==> config.mk <==
export PLATFORM = sky130hd
export DESIGN_NAME = thermistor_channel_monitor_top_flat
export DESIGN_NICKNAME = d
export VERILOG_FILES = /design/src/hdl/tcm_pkg.sv /design/src/hdl/tcm_if.sv /design/src/hdl/tcm_ctrl.sv /design/src/hdl/tcm_dp.sv /design/src/hdl/thermistor_channel_monitor_top.sv /design/src/flat_wrapper.sv
export SDC_FILE = /design/constraint.sdc
export NUM_CORES = 1
export LEC_CHECK = 0
export BUFFER_PORTS_ARGS = -buffer_cell sky130_fd_sc_hd__clkbuf_2
export CAP_MARGIN = 20
export CORE_MARGIN = 1
export CORE_UTILIZATION = 65
export CTS_BUF_LIST = sky130_fd_sc_hd__clkbuf_2
export CTS_CLUSTER_SIZE = 24
export DETAILED_ROUTE_END_ITERATION = 10
export PLACE_DENSITY = 0.8
export SLEW_MARGIN = 20
export SYNTH_ARGS = -nofsm -noshare
export SYNTH_HDL_FRONTEND = slang
export SYNTH_HIERARCHICAL = 1
export SYNTH_SLANG_ARGS = --single-unit
==> constraint.sdc <==
create_clock -name i_clk -period 8.4 [get_ports i_clk]
set_clock_uncertainty 0.1 [all_clocks]
set_input_delay 0.84 -clock i_clk [delete_from_list [all_inputs] [get_ports i_clk]]
set_output_delay 0.84 -clock i_clk [all_outputs]
set_load 0.03 [all_outputs]
==> src/hdl/tcm_pkg.sv <==
// Shared types, register codes and constant tables of the thermistor channel monitor.
// Depends on nothing; tcm_ctrl, tcm_dp and the top level import it.
`default_nettype none

package tcm_pkg;

    // configuration register indexes
    localparam logic [2:0] CFG_SEAT_LOW_FAULT      = 3'd0;
    localparam logic [2:0] CFG_SEAT_HIGH_FAULT     = 3'd1;
    localparam logic [2:0] CFG_FAN_LOW_FAULT       = 3'd2;
    localparam logic [2:0] CFG_FAN_HIGH_FAULT      = 3'd3;
    localparam logic [2:0] CFG_SEAT_OVERHEAT_LIMIT = 3'd4;
    localparam logic [2:0] CFG_FAN_OVERHEAT_LIMIT  = 3'd5;

    localparam logic [9:0] RST_SEAT_LOW_FAULT      = 10'd30;
    localparam logic [9:0] RST_SEAT_HIGH_FAULT     = 10'd994;
    localparam logic [9:0] RST_FAN_LOW_FAULT       = 10'd10;
    localparam logic [9:0] RST_FAN_HIGH_FAULT      = 10'd1000;
    localparam logic [6:0] RST_SEAT_OVERHEAT_LIMIT = 7'd55;
    localparam logic [6:0] RST_FAN_OVERHEAT_LIMIT  = 7'd65;

    localparam logic       SENSOR_SEAT = 1'b0;
    localparam logic       SENSOR_FAN  = 1'b1;

    localparam int         WIN_DEPTH  = 5;
    localparam logic [2:0] WIN_LAST   = 3'd4;
    localparam logic [6:0] SEAT_LAST  = 7'd70;
    localparam logic [6:0] FAN_LAST   = 7'd75;
    localparam int         TAB_DEPTH  = 76;

    // x / 3 as (x * 2731) >> 13, exact for x below 3072
    localparam logic [11:0] DIV3_RECIP = 12'd2731;
    localparam int          DIV3_SHIFT = 13;

    // internal fault nibble, sits at bits 7..4 of fault_flags
    localparam int FLT_SEAT_FAULT = 3;
    localparam int FLT_SEAT_OVH   = 2;
    localparam int FLT_FAN_FAULT  = 1;
    localparam int FLT_FAN_OVH    = 0;

    // seat table padded past its last index; the search never reads the padding
    localparam logic [9:0] SEAT_TAB [TAB_DEPTH] = '{
        10'd745, 10'd736, 10'd727, 10'd718, 10'd709, 10'd700, 10'd691, 10'd682,
        10'd672, 10'd663, 10'd653, 10'd644, 10'd634, 10'd625, 10'd615, 10'd605,
        10'd595, 10'd586, 10'd576, 10'd566, 10'd557, 10'd547, 10'd538, 10'd528,
        10'd518, 10'd509, 10'd499, 10'd490, 10'd480, 10'd471, 10'd461, 10'd452,
        10'd443, 10'd434, 10'd425, 10'd416, 10'd407, 10'd398, 10'd390, 10'd381,
        10'd373, 10'd365, 10'd356, 10'd348, 10'd341, 10'd333, 10'd325, 10'd318,
        10'd311, 10'd303, 10'd296, 10'd289, 10'd283, 10'd276, 10'd269, 10'd263,
        10'd257, 10'd251, 10'd245, 10'd239, 10'd233, 10'd227, 10'd222, 10'd216,
        10'd211, 10'd206, 10'd201, 10'd196, 10'd191, 10'd187, 10'd182, 10'd182,
        10'd182, 10'd182, 10'd182, 10'd182
    };

    localparam logic [9:0] FAN_TAB [TAB_DEPTH] = '{
        10'd745, 10'd342, 10'd332, 10'd323, 10'd314, 10'd305, 10'd296, 10'd287,
        10'd279, 10'd271, 10'd263, 10'd255, 10'd248, 10'd240, 10'd233, 10'd226,
        10'd219, 10'd212, 10'd206, 10'd200, 10'd194, 10'd188, 10'd182, 10'd177,
        10'd171, 10'd166, 10'd161, 10'd156, 10'd151, 10'd146, 10'd142, 10'd137,
        10'd133, 10'd129, 10'd125, 10'd121, 10'd117, 10'd113, 10'd110, 10'd106,
        10'd103, 10'd100, 10'd97,  10'd94,  10'd91,  10'd88,  10'd85,  10'd83,
        10'd80,  10'd78,  10'd75,  10'd73,  10'd71,  10'd69,  10'd67,  10'd65,
        10'd63,  10'd61,  10'd59,  10'd57,  10'd56,  10'd54,  10'd52,  10'd51,
        10'd49,  10'd48,  10'd46,  10'd45,  10'd44,  10'd43,  10'd41,  10'd40,
        10'd39,  10'd38,  10'd37,  10'd36
    };

    typedef enum logic [2:0] {
        ST_IDLE,
        ST_SCAN,
        ST_DIV,
        ST_CHECK,
        ST_SEARCH,
        ST_FINISH,
        ST_EMIT
    } t_state;

    typedef struct packed {
        logic accept;
        logic scan_step;
        logic div_mul;
        logic check;
        logic search_step;
        logic finish;
        logic emit;
    } t_cmd;

    typedef struct packed {
        logic full;
        logic scan_last;
        logic fault_now;
        logic search_done;
        logic out_free;
    } t_status;

    function automatic logic [5:0] heater_setpoint(input logic [6:0] amb);
        logic [5:0] sp;
        priority if (amb < 7'd10) sp = 6'd36;
        else if (amb < 7'd15) sp = 6'd34;
        else if (amb < 7'd20) sp = 6'd32;
        else if (amb < 7'd25) sp = 6'd30;
        else sp = 6'd25;
        return sp;
    endfunction

endpackage

`default_nettype wire

==> src/hdl/tcm_if.sv <==
// Channel interfaces of the thermistor channel monitor: sample in, result out, config write.
// Stand-alone; no package needed.
`default_nettype none

interface tcm_in_if;
    logic       valid;
    logic       ready;
    logic [9:0] sample;
    logic       sensor_select;
    logic [6:0] ambient_degrees;
    logic       power_on;
    logic       test_mode;

    modport source (output valid, sample, sensor_select, ambient_degrees, power_on,
                    test_mode, input ready);
    modport sink   (input valid, sample, sensor_select, ambient_degrees, power_on,
                    test_mode, output ready);
endinterface

interface tcm_out_if;
    logic       valid;
    logic       ready;
    logic       sensor_id;
    logic [9:0] filtered_value;
    logic [6:0] degrees;
    logic [7:0] fault_flags;
    logic       heater_on;

    modport source (output valid, sensor_id, filtered_value, degrees, fault_flags,
                    heater_on, input ready);
    modport sink   (input valid, sensor_id, filtered_value, degrees, fault_flags,
                    heater_on, output ready);
endinterface

interface tcm_cfg_if;
    logic       valid;
    logic       ready;
    logic [2:0] reg_index;
    logic [9:0] wr_data;

    modport source (output valid, reg_index, wr_data, input ready);
    modport sink   (input valid, reg_index, wr_data, output ready);
endinterface

`default_nettype wire

==> src/hdl/tcm_ctrl.sv <==
// Sequencer of the thermistor channel monitor: steps an item that completes its window
// through scan, divide, range check, table search, flag update and emit. Uses tcm_pkg.
`default_nettype none

module tcm_ctrl (
    input  wire                i_clk,
    input  wire                i_rst_n,
    input  wire                i_in_valid,
    input  tcm_pkg::t_status   i_status,
    output logic               o_in_ready,
    output tcm_pkg::t_cmd      o_cmd,
    output tcm_pkg::t_state    o_state
);
    import tcm_pkg::*;

    t_state r_state;
    t_state n_state;

    always_ff @(posedge i_clk) begin
        if (!i_rst_n) begin
            r_state <= ST_IDLE;
        end else begin
            r_state <= n_state;
        end
    end

    always_comb begin
        n_state    = r_state;
        o_cmd      = '0;
        o_in_ready = 1'b0;
        unique case (r_state)
            ST_IDLE: begin
                o_in_ready = 1'b1;
                if (i_in_valid) begin
                    o_cmd.accept = 1'b1;
                    if (i_status.full) n_state = ST_SCAN;
                end
            end
            ST_SCAN: begin
                o_cmd.scan_step = 1'b1;
                if (i_status.scan_last) n_state = ST_DIV;
            end
            ST_DIV: begin
                o_cmd.div_mul = 1'b1;
                n_state = ST_CHECK;
            end
            ST_CHECK: begin
                o_cmd.check = 1'b1;
                // a reading out of range keeps degrees and overheat as they were
                n_state = i_status.fault_now ? ST_FINISH : ST_SEARCH;
            end
            ST_SEARCH: begin
                o_cmd.search_step = 1'b1;
                if (i_status.search_done) n_state = ST_FINISH;
            end
            ST_FINISH: begin
                o_cmd.finish = 1'b1;
                n_state = ST_EMIT;
            end
            ST_EMIT: begin
                if (i_status.out_free) begin
                    o_cmd.emit = 1'b1;
                    n_state = ST_IDLE;
                end
            end
            default: n_state = ST_IDLE;
        endcase
    end

    assign o_state = r_state;

endmodule

`default_nettype wire

==> src/hdl/tcm_dp.sv <==
// Datapath of the thermistor channel monitor: sample windows, trimmed mean, table search,
// fault and heater flags, config registers and the result register. Uses tcm_pkg.
`default_nettype none

module tcm_dp (
    input  wire            i_clk,
    input  wire            i_rst_n,
    input  tcm_pkg::t_cmd  i_cmd,
    output tcm_pkg::t_status o_status,
    // input item payload
    input  wire  [9:0]     i_sample,
    input  wire            i_sensor_select,
    input  wire  [6:0]     i_ambient_degrees,
    input  wire            i_power_on,
    input  wire            i_test_mode,
    // config write
    input  wire            i_cfg_valid,
    input  wire  [2:0]     i_cfg_index,
    input  wire  [9:0]     i_cfg_data,
    // result register
    input  wire            i_out_ready,
    output logic           o_out_valid,
    output logic           o_sensor_id,
    output logic [9:0]     o_filtered_value,
    output logic [6:0]     o_degrees,
    output logic [7:0]     o_fault_flags,
    output logic           o_heater_on
);
    import tcm_pkg::*;

    // config
    logic [9:0]  r_seat_low, r_seat_high, r_fan_low, r_fan_high;
    logic [6:0]  r_seat_ovh, r_fan_ovh;

    // windows and fill counts
    logic [9:0]  r_win [2][WIN_DEPTH];
    logic [2:0]  r_fill [2];

    // item context
    logic        r_sel;
    logic [6:0]  r_amb;
    logic        r_pwr;
    logic        r_tst;

    // working registers
    logic [6:0]  r_idx;
    logic [12:0] r_sum;
    logic [9:0]  r_max, r_min;
    logic [23:0] r_prod;
    logic [9:0]  r_mean;

    // persistent results
    logic [3:0]  r_fault;
    logic [6:0]  r_deg [2];
    logic        r_heater;

    logic        r_out_valid;
    logic        r_out_sel;
    logic [9:0]  r_out_mean;
    logic [6:0]  r_out_deg;
    logic [7:0]  r_out_flags;
    logic        r_out_heater;

    logic [9:0]  w_cur;
    logic [11:0] w_trim;
    logic [9:0]  w_mean;
    logic        w_fault;
    logic [9:0]  w_tab;
    logic [6:0]  w_last;
    logic        w_more;
    logic [6:0]  w_limit;

    assign w_cur   = r_win[r_sel][r_idx[2:0]];
    assign w_trim  = 12'(r_sum - 13'(r_max) - 13'(r_min));
    assign w_mean  = r_prod[DIV3_SHIFT +: 10];
    assign w_fault = r_sel ? ((w_mean < r_fan_low) || (w_mean > r_fan_high))
                           : ((w_mean < r_seat_low) || (w_mean > r_seat_high));
    assign w_tab   = r_sel ? FAN_TAB[r_idx] : SEAT_TAB[r_idx];
    assign w_last  = r_sel ? FAN_LAST : SEAT_LAST;
    assign w_more  = (r_idx < w_last) && (r_mean < w_tab);
    assign w_limit = r_sel ? r_fan_ovh : r_seat_ovh;

    assign o_status.full        = (r_fill[i_sensor_select] == WIN_LAST);
    assign o_status.scan_last   = (r_idx[2:0] == WIN_LAST);
    assign o_status.fault_now   = w_fault;
    assign o_status.search_done = !w_more;
    assign o_status.out_free    = !r_out_valid || i_out_ready;

    // config registers
    always_ff @(posedge i_clk) begin
        if (!i_rst_n) begin
            r_seat_low  <= RST_SEAT_LOW_FAULT;
            r_seat_high <= RST_SEAT_HIGH_FAULT;
            r_fan_low   <= RST_FAN_LOW_FAULT;
            r_fan_high  <= RST_FAN_HIGH_FAULT;
            r_seat_ovh  <= RST_SEAT_OVERHEAT_LIMIT;
            r_fan_ovh   <= RST_FAN_OVERHEAT_LIMIT;
        end else if (i_cfg_valid) begin
            unique case (i_cfg_index)
                CFG_SEAT_LOW_FAULT:      r_seat_low  <= i_cfg_data;
                CFG_SEAT_HIGH_FAULT:     r_seat_high <= i_cfg_data;
                CFG_FAN_LOW_FAULT:       r_fan_low   <= i_cfg_data;
                CFG_FAN_HIGH_FAULT:      r_fan_high  <= i_cfg_data;
                CFG_SEAT_OVERHEAT_LIMIT: r_seat_ovh  <= i_cfg_data[6:0];
                CFG_FAN_OVERHEAT_LIMIT:  r_fan_ovh   <= i_cfg_data[6:0];
                default: ;
            endcase
        end
    end

    // window store, no reset
    always_ff @(posedge i_clk) begin
        if (i_cmd.accept) begin
            r_win[i_sensor_select][r_fill[i_sensor_select]] <= i_sample;
        end
    end

    // payload and working registers
    always_ff @(posedge i_clk) begin
        if (i_cmd.accept) begin
            r_sel <= i_sensor_select;
            r_amb <= i_ambient_degrees;
            r_pwr <= i_power_on;
            r_tst <= i_test_mode;
        end
        if (i_cmd.scan_step) begin
            if (r_idx[2:0] == 3'd0) begin
                r_sum <= 13'(w_cur);
                r_max <= w_cur;
                r_min <= w_cur;
            end else begin
                r_sum <= r_sum + 13'(w_cur);
                if (w_cur > r_max) r_max <= w_cur;
                if (w_cur < r_min) r_min <= w_cur;
            end
        end
        if (i_cmd.div_mul) begin
            r_prod <= w_trim * DIV3_RECIP;
        end
        if (i_cmd.check) begin
            r_mean <= w_mean;
        end
        if (i_cmd.emit) begin
            r_out_sel    <= r_sel;
            r_out_mean   <= r_mean;
            r_out_deg    <= r_deg[r_sel];
            r_out_flags  <= {r_fault, 4'b0000};
            r_out_heater <= r_heater;
        end
    end

    // control state: fills, index, flags, degrees, heater, result valid
    always_ff @(posedge i_clk) begin
        if (!i_rst_n) begin
            r_fill[0]   <= '0;
            r_fill[1]   <= '0;
            r_idx       <= '0;
            r_fault     <= '0;
            r_deg[0]    <= '0;
            r_deg[1]    <= '0;
            r_heater    <= 1'b0;
            r_out_valid <= 1'b0;
        end else begin
            if (i_cmd.accept) begin
                r_idx <= '0;
                if (r_fill[i_sensor_select] == WIN_LAST) begin
                    r_fill[i_sensor_select] <= '0;
                end else begin
                    r_fill[i_sensor_select] <= r_fill[i_sensor_select] + 3'd1;
                end
            end
            if (i_cmd.scan_step) begin
                r_idx <= r_idx + 7'd1;
            end
            if (i_cmd.check) begin
                r_idx <= '0;
                if (r_sel == SENSOR_FAN) r_fault[FLT_FAN_FAULT]  <= w_fault;
                else                     r_fault[FLT_SEAT_FAULT] <= w_fault;
            end
            if (i_cmd.search_step) begin
                if (w_more) begin
                    r_idx <= r_idx + 7'd1;
                end else begin
                    r_deg[r_sel] <= r_idx;
                    if (r_sel == SENSOR_FAN) r_fault[FLT_FAN_OVH]  <= (r_idx >= w_limit);
                    else                     r_fault[FLT_SEAT_OVH] <= (r_idx >= w_limit);
                end
            end
            // heater follows only completed seat windows with power on, no test, no fault
            if (i_cmd.finish && (r_sel == SENSOR_SEAT) && !r_tst && r_pwr && (r_fault == 4'd0)) begin
                r_heater <= (r_deg[0] <= {1'b0, heater_setpoint(r_amb)});
            end
            if (i_cmd.emit) begin
                r_out_valid <= 1'b1;
            end else if (i_out_ready) begin
                r_out_valid <= 1'b0;
            end
        end
    end

    assign o_out_valid      = r_out_valid;
    assign o_sensor_id      = r_out_sel;
    assign o_filtered_value = r_out_mean;
    assign o_degrees        = r_out_deg;
    assign o_fault_flags    = r_out_flags;
    assign o_heater_on      = r_out_heater;

    a_fill_bound: assert property (@(posedge i_clk) disable iff (!i_rst_n)
        (r_fill[0] <= WIN_LAST) && (r_fill[1] <= WIN_LAST))
        else $error("window fill count beyond last slot");

    a_search_bound: assert property (@(posedge i_clk) disable iff (!i_rst_n)
        i_cmd.search_step |-> (r_idx <= w_last))
        else $error("table search ran past the last index");

    a_heater_seat_only: assert property (@(posedge i_clk) disable iff (!i_rst_n)
        !$stable(r_heater) |-> $past(i_cmd.finish && (r_sel == SENSOR_SEAT)))
        else $error("heater changed outside a seat window update");

endmodule

`default_nettype wire

==> src/hdl/thermistor_channel_monitor_top.sv <==
// Top level of the thermistor channel monitor: joins the sequencer and the datapath to
// the sample, result and config channels. Uses tcm_pkg, tcm_if, tcm_ctrl and tcm_dp.
//
//  channel   port       dir   payload
//  -------   ---------  ----  -----------------------------------------------------------
//  samples   i_in_ch    in    sample, sensor_select, ambient_degrees, power_on, test_mode
//  results   o_res_ch   out   sensor_id, filtered_value, degrees, fault_flags, heater_on
//  config    i_cfg_ch   in    reg_index, wr_data (always ready)
//
// A sample that leaves its window short is taken in the idle state alone. A sample that
// completes a window passes through its accept, the scan of its window, a multiply, a
// range check, a linear table search (one entry per cycle, none for a reading out of
// range), a heater update and an emit step that waits while the last result is not taken.
// A result waits in its output register; the next sample is taken once it is loaded.
// Reset is synchronous: fill counts, degrees, fault flags and heater clear, limits reload.
`default_nettype none

module thermistor_channel_monitor_top (
    input  wire        i_clk,
    input  wire        i_rst_n,
    tcm_in_if.sink     i_in_ch,
    tcm_out_if.source  o_res_ch,
    tcm_cfg_if.sink    i_cfg_ch
);
    import tcm_pkg::*;

    t_cmd    w_cmd;
    t_status w_status;
    t_state  w_state;
    logic    w_in_ready;

    tcm_ctrl u_ctrl (
        .i_clk      (i_clk),
        .i_rst_n    (i_rst_n),
        .i_in_valid (i_in_ch.valid),
        .i_status   (w_status),
        .o_in_ready (w_in_ready),
        .o_cmd      (w_cmd),
        .o_state    (w_state)
    );

    tcm_dp u_dp (
        .i_clk             (i_clk),
        .i_rst_n           (i_rst_n),
        .i_cmd             (w_cmd),
        .o_status          (w_status),
        .i_sample          (i_in_ch.sample),
        .i_sensor_select   (i_in_ch.sensor_select),
        .i_ambient_degrees (i_in_ch.ambient_degrees),
        .i_power_on        (i_in_ch.power_on),
        .i_test_mode       (i_in_ch.test_mode),
        .i_cfg_valid       (i_cfg_ch.valid),
        .i_cfg_index       (i_cfg_ch.reg_index),
        .i_cfg_data        (i_cfg_ch.wr_data),
        .i_out_ready       (o_res_ch.ready),
        .o_out_valid       (o_res_ch.valid),
        .o_sensor_id       (o_res_ch.sensor_id),
        .o_filtered_value  (o_res_ch.filtered_value),
        .o_degrees         (o_res_ch.degrees),
        .o_fault_flags     (o_res_ch.fault_flags),
        .o_heater_on       (o_res_ch.heater_on)
    );

    assign i_in_ch.ready  = w_in_ready;
    assign i_cfg_ch.ready = 1'b1;

    a_rise_after_emit: assert property (@(posedge i_clk) disable iff (!i_rst_n)
        $rose(o_res_ch.valid) |-> $past(w_state == ST_EMIT))
        else $error("result valid rose without an emit step");

    a_emit_to_idle: assert property (@(posedge i_clk) disable iff (!i_rst_n)
        w_cmd.emit |=> (w_state == ST_IDLE) && o_res_ch.valid)
        else $error("emit did not load the result and return to idle");

    a_busy_no_accept: assert property (@(posedge i_clk) disable iff (!i_rst_n)
        (w_state == ST_SEARCH) |-> !(i_in_ch.valid && i_in_ch.ready))
        else $error("sample taken during table search");

endmodule

`default_nettype wire
==> src/flat_wrapper.sv <==
// flat-port wrapper written by rule: the top's interface ports become plain ports
module thermistor_channel_monitor_top_flat import tcm_pkg::*;
  (i_clk, i_rst_n, i_in_ch_valid, i_in_ch_sample, i_in_ch_sensor_select, i_in_ch_ambient_degrees, i_in_ch_power_on, i_in_ch_test_mode, i_in_ch_ready, o_res_ch_valid, o_res_ch_sensor_id, o_res_ch_filtered_value, o_res_ch_degrees, o_res_ch_fault_flags, o_res_ch_heater_on, o_res_ch_ready, i_cfg_ch_valid, i_cfg_ch_reg_index, i_cfg_ch_wr_data, i_cfg_ch_ready);
  tcm_in_if i_in_ch_i ();
  tcm_out_if o_res_ch_i ();
  tcm_cfg_if i_cfg_ch_i ();
  input  wire i_clk;
  input  wire i_rst_n;
  input wire logic [$bits(i_in_ch_i.valid)-1:0] i_in_ch_valid;
  input wire logic [$bits(i_in_ch_i.sample)-1:0] i_in_ch_sample;
  input wire logic [$bits(i_in_ch_i.sensor_select)-1:0] i_in_ch_sensor_select;
  input wire logic [$bits(i_in_ch_i.ambient_degrees)-1:0] i_in_ch_ambient_degrees;
  input wire logic [$bits(i_in_ch_i.power_on)-1:0] i_in_ch_power_on;
  input wire logic [$bits(i_in_ch_i.test_mode)-1:0] i_in_ch_test_mode;
  output wire logic [$bits(i_in_ch_i.ready)-1:0] i_in_ch_ready;
  output wire logic [$bits(o_res_ch_i.valid)-1:0] o_res_ch_valid;
  output wire logic [$bits(o_res_ch_i.sensor_id)-1:0] o_res_ch_sensor_id;
  output wire logic [$bits(o_res_ch_i.filtered_value)-1:0] o_res_ch_filtered_value;
  output wire logic [$bits(o_res_ch_i.degrees)-1:0] o_res_ch_degrees;
  output wire logic [$bits(o_res_ch_i.fault_flags)-1:0] o_res_ch_fault_flags;
  output wire logic [$bits(o_res_ch_i.heater_on)-1:0] o_res_ch_heater_on;
  input wire logic [$bits(o_res_ch_i.ready)-1:0] o_res_ch_ready;
  input wire logic [$bits(i_cfg_ch_i.valid)-1:0] i_cfg_ch_valid;
  input wire logic [$bits(i_cfg_ch_i.reg_index)-1:0] i_cfg_ch_reg_index;
  input wire logic [$bits(i_cfg_ch_i.wr_data)-1:0] i_cfg_ch_wr_data;
  output wire logic [$bits(i_cfg_ch_i.ready)-1:0] i_cfg_ch_ready;
  assign i_in_ch_i.valid = i_in_ch_valid;
  assign i_in_ch_i.sample = i_in_ch_sample;
  assign i_in_ch_i.sensor_select = i_in_ch_sensor_select;
  assign i_in_ch_i.ambient_degrees = i_in_ch_ambient_degrees;
  assign i_in_ch_i.power_on = i_in_ch_power_on;
  assign i_in_ch_i.test_mode = i_in_ch_test_mode;
  assign i_in_ch_ready = i_in_ch_i.ready;
  assign o_res_ch_valid = o_res_ch_i.valid;
  assign o_res_ch_sensor_id = o_res_ch_i.sensor_id;
  assign o_res_ch_filtered_value = o_res_ch_i.filtered_value;
  assign o_res_ch_degrees = o_res_ch_i.degrees;
  assign o_res_ch_fault_flags = o_res_ch_i.fault_flags;
  assign o_res_ch_heater_on = o_res_ch_i.heater_on;
  assign o_res_ch_i.ready = o_res_ch_ready;
  assign i_cfg_ch_i.valid = i_cfg_ch_valid;
  assign i_cfg_ch_i.reg_index = i_cfg_ch_reg_index;
  assign i_cfg_ch_i.wr_data = i_cfg_ch_wr_data;
  assign i_cfg_ch_ready = i_cfg_ch_i.ready;
  thermistor_channel_monitor_top u_core (.i_clk(i_clk), .i_rst_n(i_rst_n), .i_in_ch(i_in_ch_i), .o_res_ch(o_res_ch_i), .i_cfg_ch(i_cfg_ch_i));
endmodule
==> reports/summary.txt, run 1 <==
Startpoint types = flop
Register bit total from synthesis = 276
Vias in the first global route = 12541
WL met1 = 15.92 mm
Synth Area in XOR/XNOR = 1.631%
FF/Latch Area = 7581 sq um
Die width = 167.1 um
GRT overflow = 0
CTS tree = built
Slew Viols, Final = 0
Mean Syn Cell Area = 10.79 sq um
Crit path DAT = 8.06 ns
Multi-input logic area = 9180 sq um
CP Capture Type = flop
Antenna viol nets, final = 0
Die height = 167.1 um
Yosys cell types = 80
Core ar. = 26880 sq um
Internal reg-to-reg setup slack = 0.83 ns
Vias/cell = 5.991
WL met3 = 2.340 mm
Outcome = finished clean
CTS H-tree lvls = 3
Tot GR Track Use = 27.47%
Ys Warns = 6
CTS Buffer Depth = 3
Number of cell rows = 60
Crit path max fanout = 5
CP max-delay cell = o311ai_0
Gate Count Post-Synth = 1642
Total placed cells including tap cells = 1991
Post-CTS Setup Inserts = 0
Num CTS Buffers = 71
Root Buffer = clkbuf_2
Fin cells = 2118
Post-synthesis simple-gate area fraction = 11.06%
Commonest non-fill, non-tap cell in the layout = edfxtp_1
Cts repair resizes = 0
EDFF count, synth = 205
CTS hold repair buffers = 0
Largest net degree at the start of global routing = 86
Clk sinks = 276
Num ports = 68
Crit Path Class = reg -> reg
Final Cycle Share = 90.15%
Least-Margin Pin Slew = 1.171 ns
Fmax = 0.1321 GHz
Final Hold Violating Endpoints = 0
Global placement routability congestion = 0.8868
Post-Route WL = 37.95 mm
Fin Setup TNS = 0 ns
WP data required = 8.88 ns
Layout Nets = 2010
Via count = 12689
Clk_lat worst skew = 0.86 ns
Fin crit period = 7.572 ns
Largest family of logic cells by synthesized area = adder cells
Adder-Cell Fraction of Synth Area = 19.61%
Die Area = 27930 sq um
CTS clk-pin slew, worst paths = 0.10 ns
RSZ-0062 raised after global routing = no
Drt first-iter violations = 1177
Synth Cell Area = 17720 sq um
Uppermost layer routed = met4
Max-cap viol count = 0
Layout cells sized above 1 = 14.47%
Drt wl/cell = 17.92 um
Area growth syn-to-layout = 6.777%
Sequential cell area fraction in the yosys report = 42.76%
Synth area leaders = edfxtp_1 35%, ha_1 14%, dfxtp_1 8.0%, fa_1 5.4%, inv_1 3.5%
Asr flop ratio synth = 0%
Commonest cells after routing, fill and taps aside = 205 x edfxtp_1, 201 x ha_1, 168 x clkbuf_2
Mux cell area share after synthesis = 6.255%
Residual DRC = 0
DR WL met2 = 18.83 mm
Worst relative slew slack = 21.66%
Final setup vio count = 0
Fillers = 1975
Synth top area share = 34.74%
Final HPWL DP = 26.81 mm
Largest area contributor in the netlist = edfxtp_1
Type of the worst min-delay path = in -> reg
First-pass GRT wire length = 61.39 mm
Initial antenna violation count = 1
Synth Flop Type = edfxtp_1
Initial Utilization = 65.94%
Slowest stage delay, CP = 0.66 ns
Port bufs = 62
DRT Pass-1 Iters = 5
Synth Area in Compound Gates = 13.13%
logic make-up (layout without fill, tap and decap cells):
group | count (synthesis) | in the layout
buffers and inverters | 244 | 375
multiplexers | 77 | 77
AND/OR/NAND/NOR | 412 | 412
XOR/XNOR | 33 | 33
AO/OA/AOI/OAI | 349 | 349
other | 2 | 6
flip-flops | 276 | 276
adder cells (fa/ha/maj) | 249 | 249
cell usage after synthesis, types with 7 or more instances:
cell and count:
nor3_1 30, nand2b_1 25, nand2_1 150, o21ai_0 74
nor2_1 84, buf_1 8, nand3_1 33, o211ai_1 27
dfxtp_1 71, nand4_1 7, inv_1 163, edfxtp_1 205
and3_1 10, a211oi_1 15, xnor2_1 21, buf_2 9
o22ai_1 16, a21o_1 29, a21boi_0 31, fa_1 48
nor3b_1 9, mux4_2 26, and2_1 15, a21oi_1 71
mux2i_1 41, ha_1 201, a31oi_1 11, clkbuf_1 51
mux2_2 10, buf_4 9, nor2b_1 26, xor2_1 12
o21a_1 10
state kept, by name, summed over array words and instances, names as in the netlist, 3 cells and up, named ones only:
signal and count:
u_core/u_dp/r_seat_high 10, u_core/u_dp/r_min 10, u_core/u_dp/r_idx 7, u_core/u_dp/r_fan_low 10, u_core/u_dp/r_seat_low 10, u_core/u_dp/r_mean 10, u_core/u_dp/r_fan_high 10, u_core/u_dp/o_fault_flags 4
u_core/u_ctrl/o_state 3, u_core/u_dp/r_fan_ovh 7, u_core/u_dp/r_fill 6, u_core/u_dp/r_amb 7, u_core/u_dp/r_max 10, u_core/u_dp/r_deg 14, u_core/u_dp/r_sum 12, u_core/u_dp/r_prod 10
u_core/u_dp/o_filtered_value 10, u_core/u_dp/r_fault 4, u_core/u_dp/r_seat_ovh 7, u_core/u_dp/o_degrees 7, u_core/u_dp/r_win 100
layout make-up:
cell class / instances / share of cell area (%)
Antenna cell: 1 / 0.01322
Clock buffer: 106 / 2.803
Clock inverter: 20 / 0.5686
Inverter: 165 / 3.273
Multi-Input combinational cell: 1125 / 48.51
Sequential cell: 276 / 40.06
Tap cell: 341 / 2.255
Timing Repair Buffer: 84 / 2.513
routing by layer:
layer  global-route usage (%)  vias up
li1                         -     6117
met3                    5.011       79
met1                    35.34     6085
met2                    46.79      408
met5                        0        -
met4                    9.501        0
path summary, 6_finish.rpt:
check | end | depth (start not counted) | startpoint
worst min-delay path | u_core/u_dp/r_amb[3]$_DFFE_PP_ | 1 | i_in_ch_ambient_degrees[3]
worst max-delay path | u_core/u_dp/r_prod[22]$_DFFE_PP_ | 26 | u_core/u_dp/r_sum[2]$_DFFE_PP_
worst min register to register | u_core/u_dp/o_fault_flags[7]$_DFFE_PP_ | 0 | u_core/u_dp/r_fault[3]$_SDFFE_PN0P_
worst max register to register | u_core/u_dp/r_prod[22]$_DFFE_PP_ | 26 | u_core/u_dp/r_sum[2]$_DFFE_PP_
through the flow:
step / area [sq um] / hold WS (ns) / util (%) / setup WS (ns)
final: 18920 / 0.07765 / 70.41 / 0.8277
after global routing: 18920 / 0.03605 / 70.41 / 0.3331
after CTS: 18920 / 0.03187 / 70.40 / 0.8000
after detailed placement: 18280 / 0.3167 / 68.03 / 0.8317
after global placement: 18280 / 0.3134 / 68.03 / 0.9752
after floorplan: 17730 / 0.3081 / - / 1.449
critical path: cells and delay by family (launching register included):
kind / cells / cell delay [ns]
buf+inv: 2 / 0.09
xor+xnor: 1 / 0.12
flops: 1 / 0.43
fa+ha+maj: 8 / 3.38
simple gates: 5 / 0.75
compound gates: 10 / 2.48
Power of run 1 is not shown: default switching activity piles up to over one toggle a cycle in this logic, so the estimate is an artifact.
==> inputs of run 2 (changes only) <==
Settings changed: BUFFER_PORTS_ARGS -buffer_cell sky130_fd_sc_hd__clkbuf_2 to -buffer_cell sky130_fd_sc_hd__buf_4.
==> run 2 against run 1 <==
Effect of this change: non-clock buffer count did not move; sequential share of layout area fell by 0.38 points; worst setup slack got worse by 0.090 ns; via count rose by 0.16%; die area did not move; maximum frequency fell by 1.2%; register-to-register slack got worse by 0.09 ns; final area rose by 0.97%; count of clock-buffer cells in the layout fell by 3; critical path depth did not move; critical endpoint unchanged; highest routed layer unchanged.
==> reports/summary.txt, run 2 (synthesis results as in run 1) <==
Die width = 167.1 um (unchanged)
Antenna viol nets, final = 0 (unchanged)
Final Hold Violating Endpoints = 0 (unchanged)
Initial antenna violation count = 1 (unchanged)
CP max-delay cell = o311ai_0 (unchanged)
Slew Viols, Final = 0 (unchanged)
Commonest non-fill, non-tap cell in the layout = edfxtp_1 (unchanged)
CP Capture Type = flop (unchanged)
Outcome = finished clean (unchanged)
Final HPWL DP = 26.66 mm (was 26.81 mm)
Final Cycle Share = 91.21% (was 90.15%)
Type of the worst min-delay path = in -> reg (unchanged)
Via count = 12709 (was 12689)
Post-CTS Setup Inserts = 0 (unchanged)
Fin crit period = 7.662 ns (was 7.572 ns)
CP bufs+invs = 2 (unchanged)
Num ports = 68 (unchanged)
Layout Nets = 2008 (was 2010)
Max-cap viol count = 0 (unchanged)
Drt first-iter violations = 1008 (was 1177)
Layout cells sized above 1 = 14.08% (was 14.47%)
Clk_lat worst skew = 0.84 ns (was 0.86 ns)
Max reg flops = 100 (unchanged)
Commonest cells after routing, fill and taps aside = 205 x edfxtp_1, 201 x ha_1, 163 x inv_1 (was 205 x edfxtp_1, 201 x ha_1, 168 x clkbuf_2)
Core ar. = 26880 sq um (unchanged)
CTS Buffer Depth = 3 (unchanged)
CTS tree = built (unchanged)
Number of cell rows = 60 (unchanged)
First-pass GRT wire length = 61.60 mm (was 61.39 mm)
Area growth syn-to-layout = 7.808% (was 6.777%)
Die height = 167.1 um (unchanged)
Drt wl/cell = 17.91 um (was 17.92 um)
Initial Utilization = 65.94% (unchanged)
GRT overflow = 0 (unchanged)
RSZ-0062 raised after global routing = no (unchanged)
Crit path max fanout = 5 (unchanged)
DRT Pass-1 Iters = 5 (unchanged)
Startpoint types = flop (unchanged)
Vias/cell = 6.000 (was 5.991)
Crit path DAT = 8.10 ns (was 8.06 ns)
CTS hold repair buffers = 0 (unchanged)
Vias in the first global route = 12553 (was 12541)
Fmax = 0.1305 GHz (was 0.1321 GHz)
Tot GR Track Use = 27.51% (was 27.47%)
Port bufs = 62 (unchanged)
Root Buffer = clkbuf_2 (unchanged)
Worst relative slew slack = 22.73% (was 21.66%)
Global placement routability congestion = 0.8989 (was 0.8868)
Clk sinks = 276 (unchanged)
WP data required = 8.84 ns (was 8.88 ns)
Largest net degree at the start of global routing = 86 (unchanged)
Cell family with most CP delay = adder cells (unchanged)
Cts repair resizes = 0 (unchanged)
Final setup vio count = 0 (unchanged)
Fin Setup TNS = 0 ns (unchanged)
Least-Margin Pin Slew = 1.155 ns (was 1.171 ns)
CTS clk-pin slew, worst paths = 0.10 ns (about the same)
Post-Route WL = 37.92 mm (was 37.95 mm)
Num CTS Buffers = 69 (was 71)
Slowest stage delay, CP = 0.74 ns (was 0.66 ns)
Die Area = 27930 sq um (unchanged)
Residual DRC = 0 (unchanged)
Crit Path Class = reg -> reg (unchanged)
CTS H-tree lvls = 3 (unchanged)
==> run 2: final timing paths <==
path | from | to | slack [ns] | depth (start not counted)
hold / removal | i_in_ch_ambient_degrees[1] | u_core/u_dp/r_amb[1]$_DFFE_PP_ | 0.1 | 1
hold reg to reg | u_core/u_dp/r_heater$_SDFFE_PN0P_ | u_core/u_dp/o_heater_on$_DFFE_PP_ | 0.35 | 0
setup reg to reg | u_core/u_dp/r_sum[2]$_DFFE_PP_ | u_core/u_dp/r_prod[22]$_DFFE_PP_ | 0.74 | 26
setup / recovery | u_core/u_dp/r_sum[2]$_DFFE_PP_ | u_core/u_dp/r_prod[22]$_DFFE_PP_ | 0.74 | 26
==> run 2: through the flow <==
stage / instance area, sq um / setup slack [ns] / utilization [%] / hold WS [ns] / instances
after global placement: 18440 / 0.9756 / 68.60 / 0.3144 / 1991
after CTS: 19100 / 0.7435 / 71.08 / 0.02176 / 2117
after detailed placement: 18440 / 0.7528 / 68.60 / 0.3156 / 1991
final: 19110 / 0.7381 / 71.09 / 0.09536 / 2118
after global routing: 19110 / 0.07801 / 71.09 / 0.02441 / 2118
after floorplan: 17730 / 1.449 / - / 0.3081 / 1645
==> run 2: area by class of cell <==
| class | count | area [sq um] |
|---|---|---|
| clock inverters | 23 | 150.1 |
| repair buffers | 84 | 630.6 |
| fillers | 1923 | 7770 |
| clock buffers | 103 | 515.5 |
| well taps | 341 | 426.7 |
| inverters | 165 | 619.3 |
| multi-input cells | 1125 | 9180 |
| diodes | 1 | 2.502 |
| flip-flops and latches | 276 | 7581 |
==> run 2: layer usage <==
metal	track usage, %	wire (um)
met2	47.01	18970
met5	0	0
met3	4.136	2030
met1	35.58	16060
met4	10.23	867
Power of run 2 is left out for the same reason.
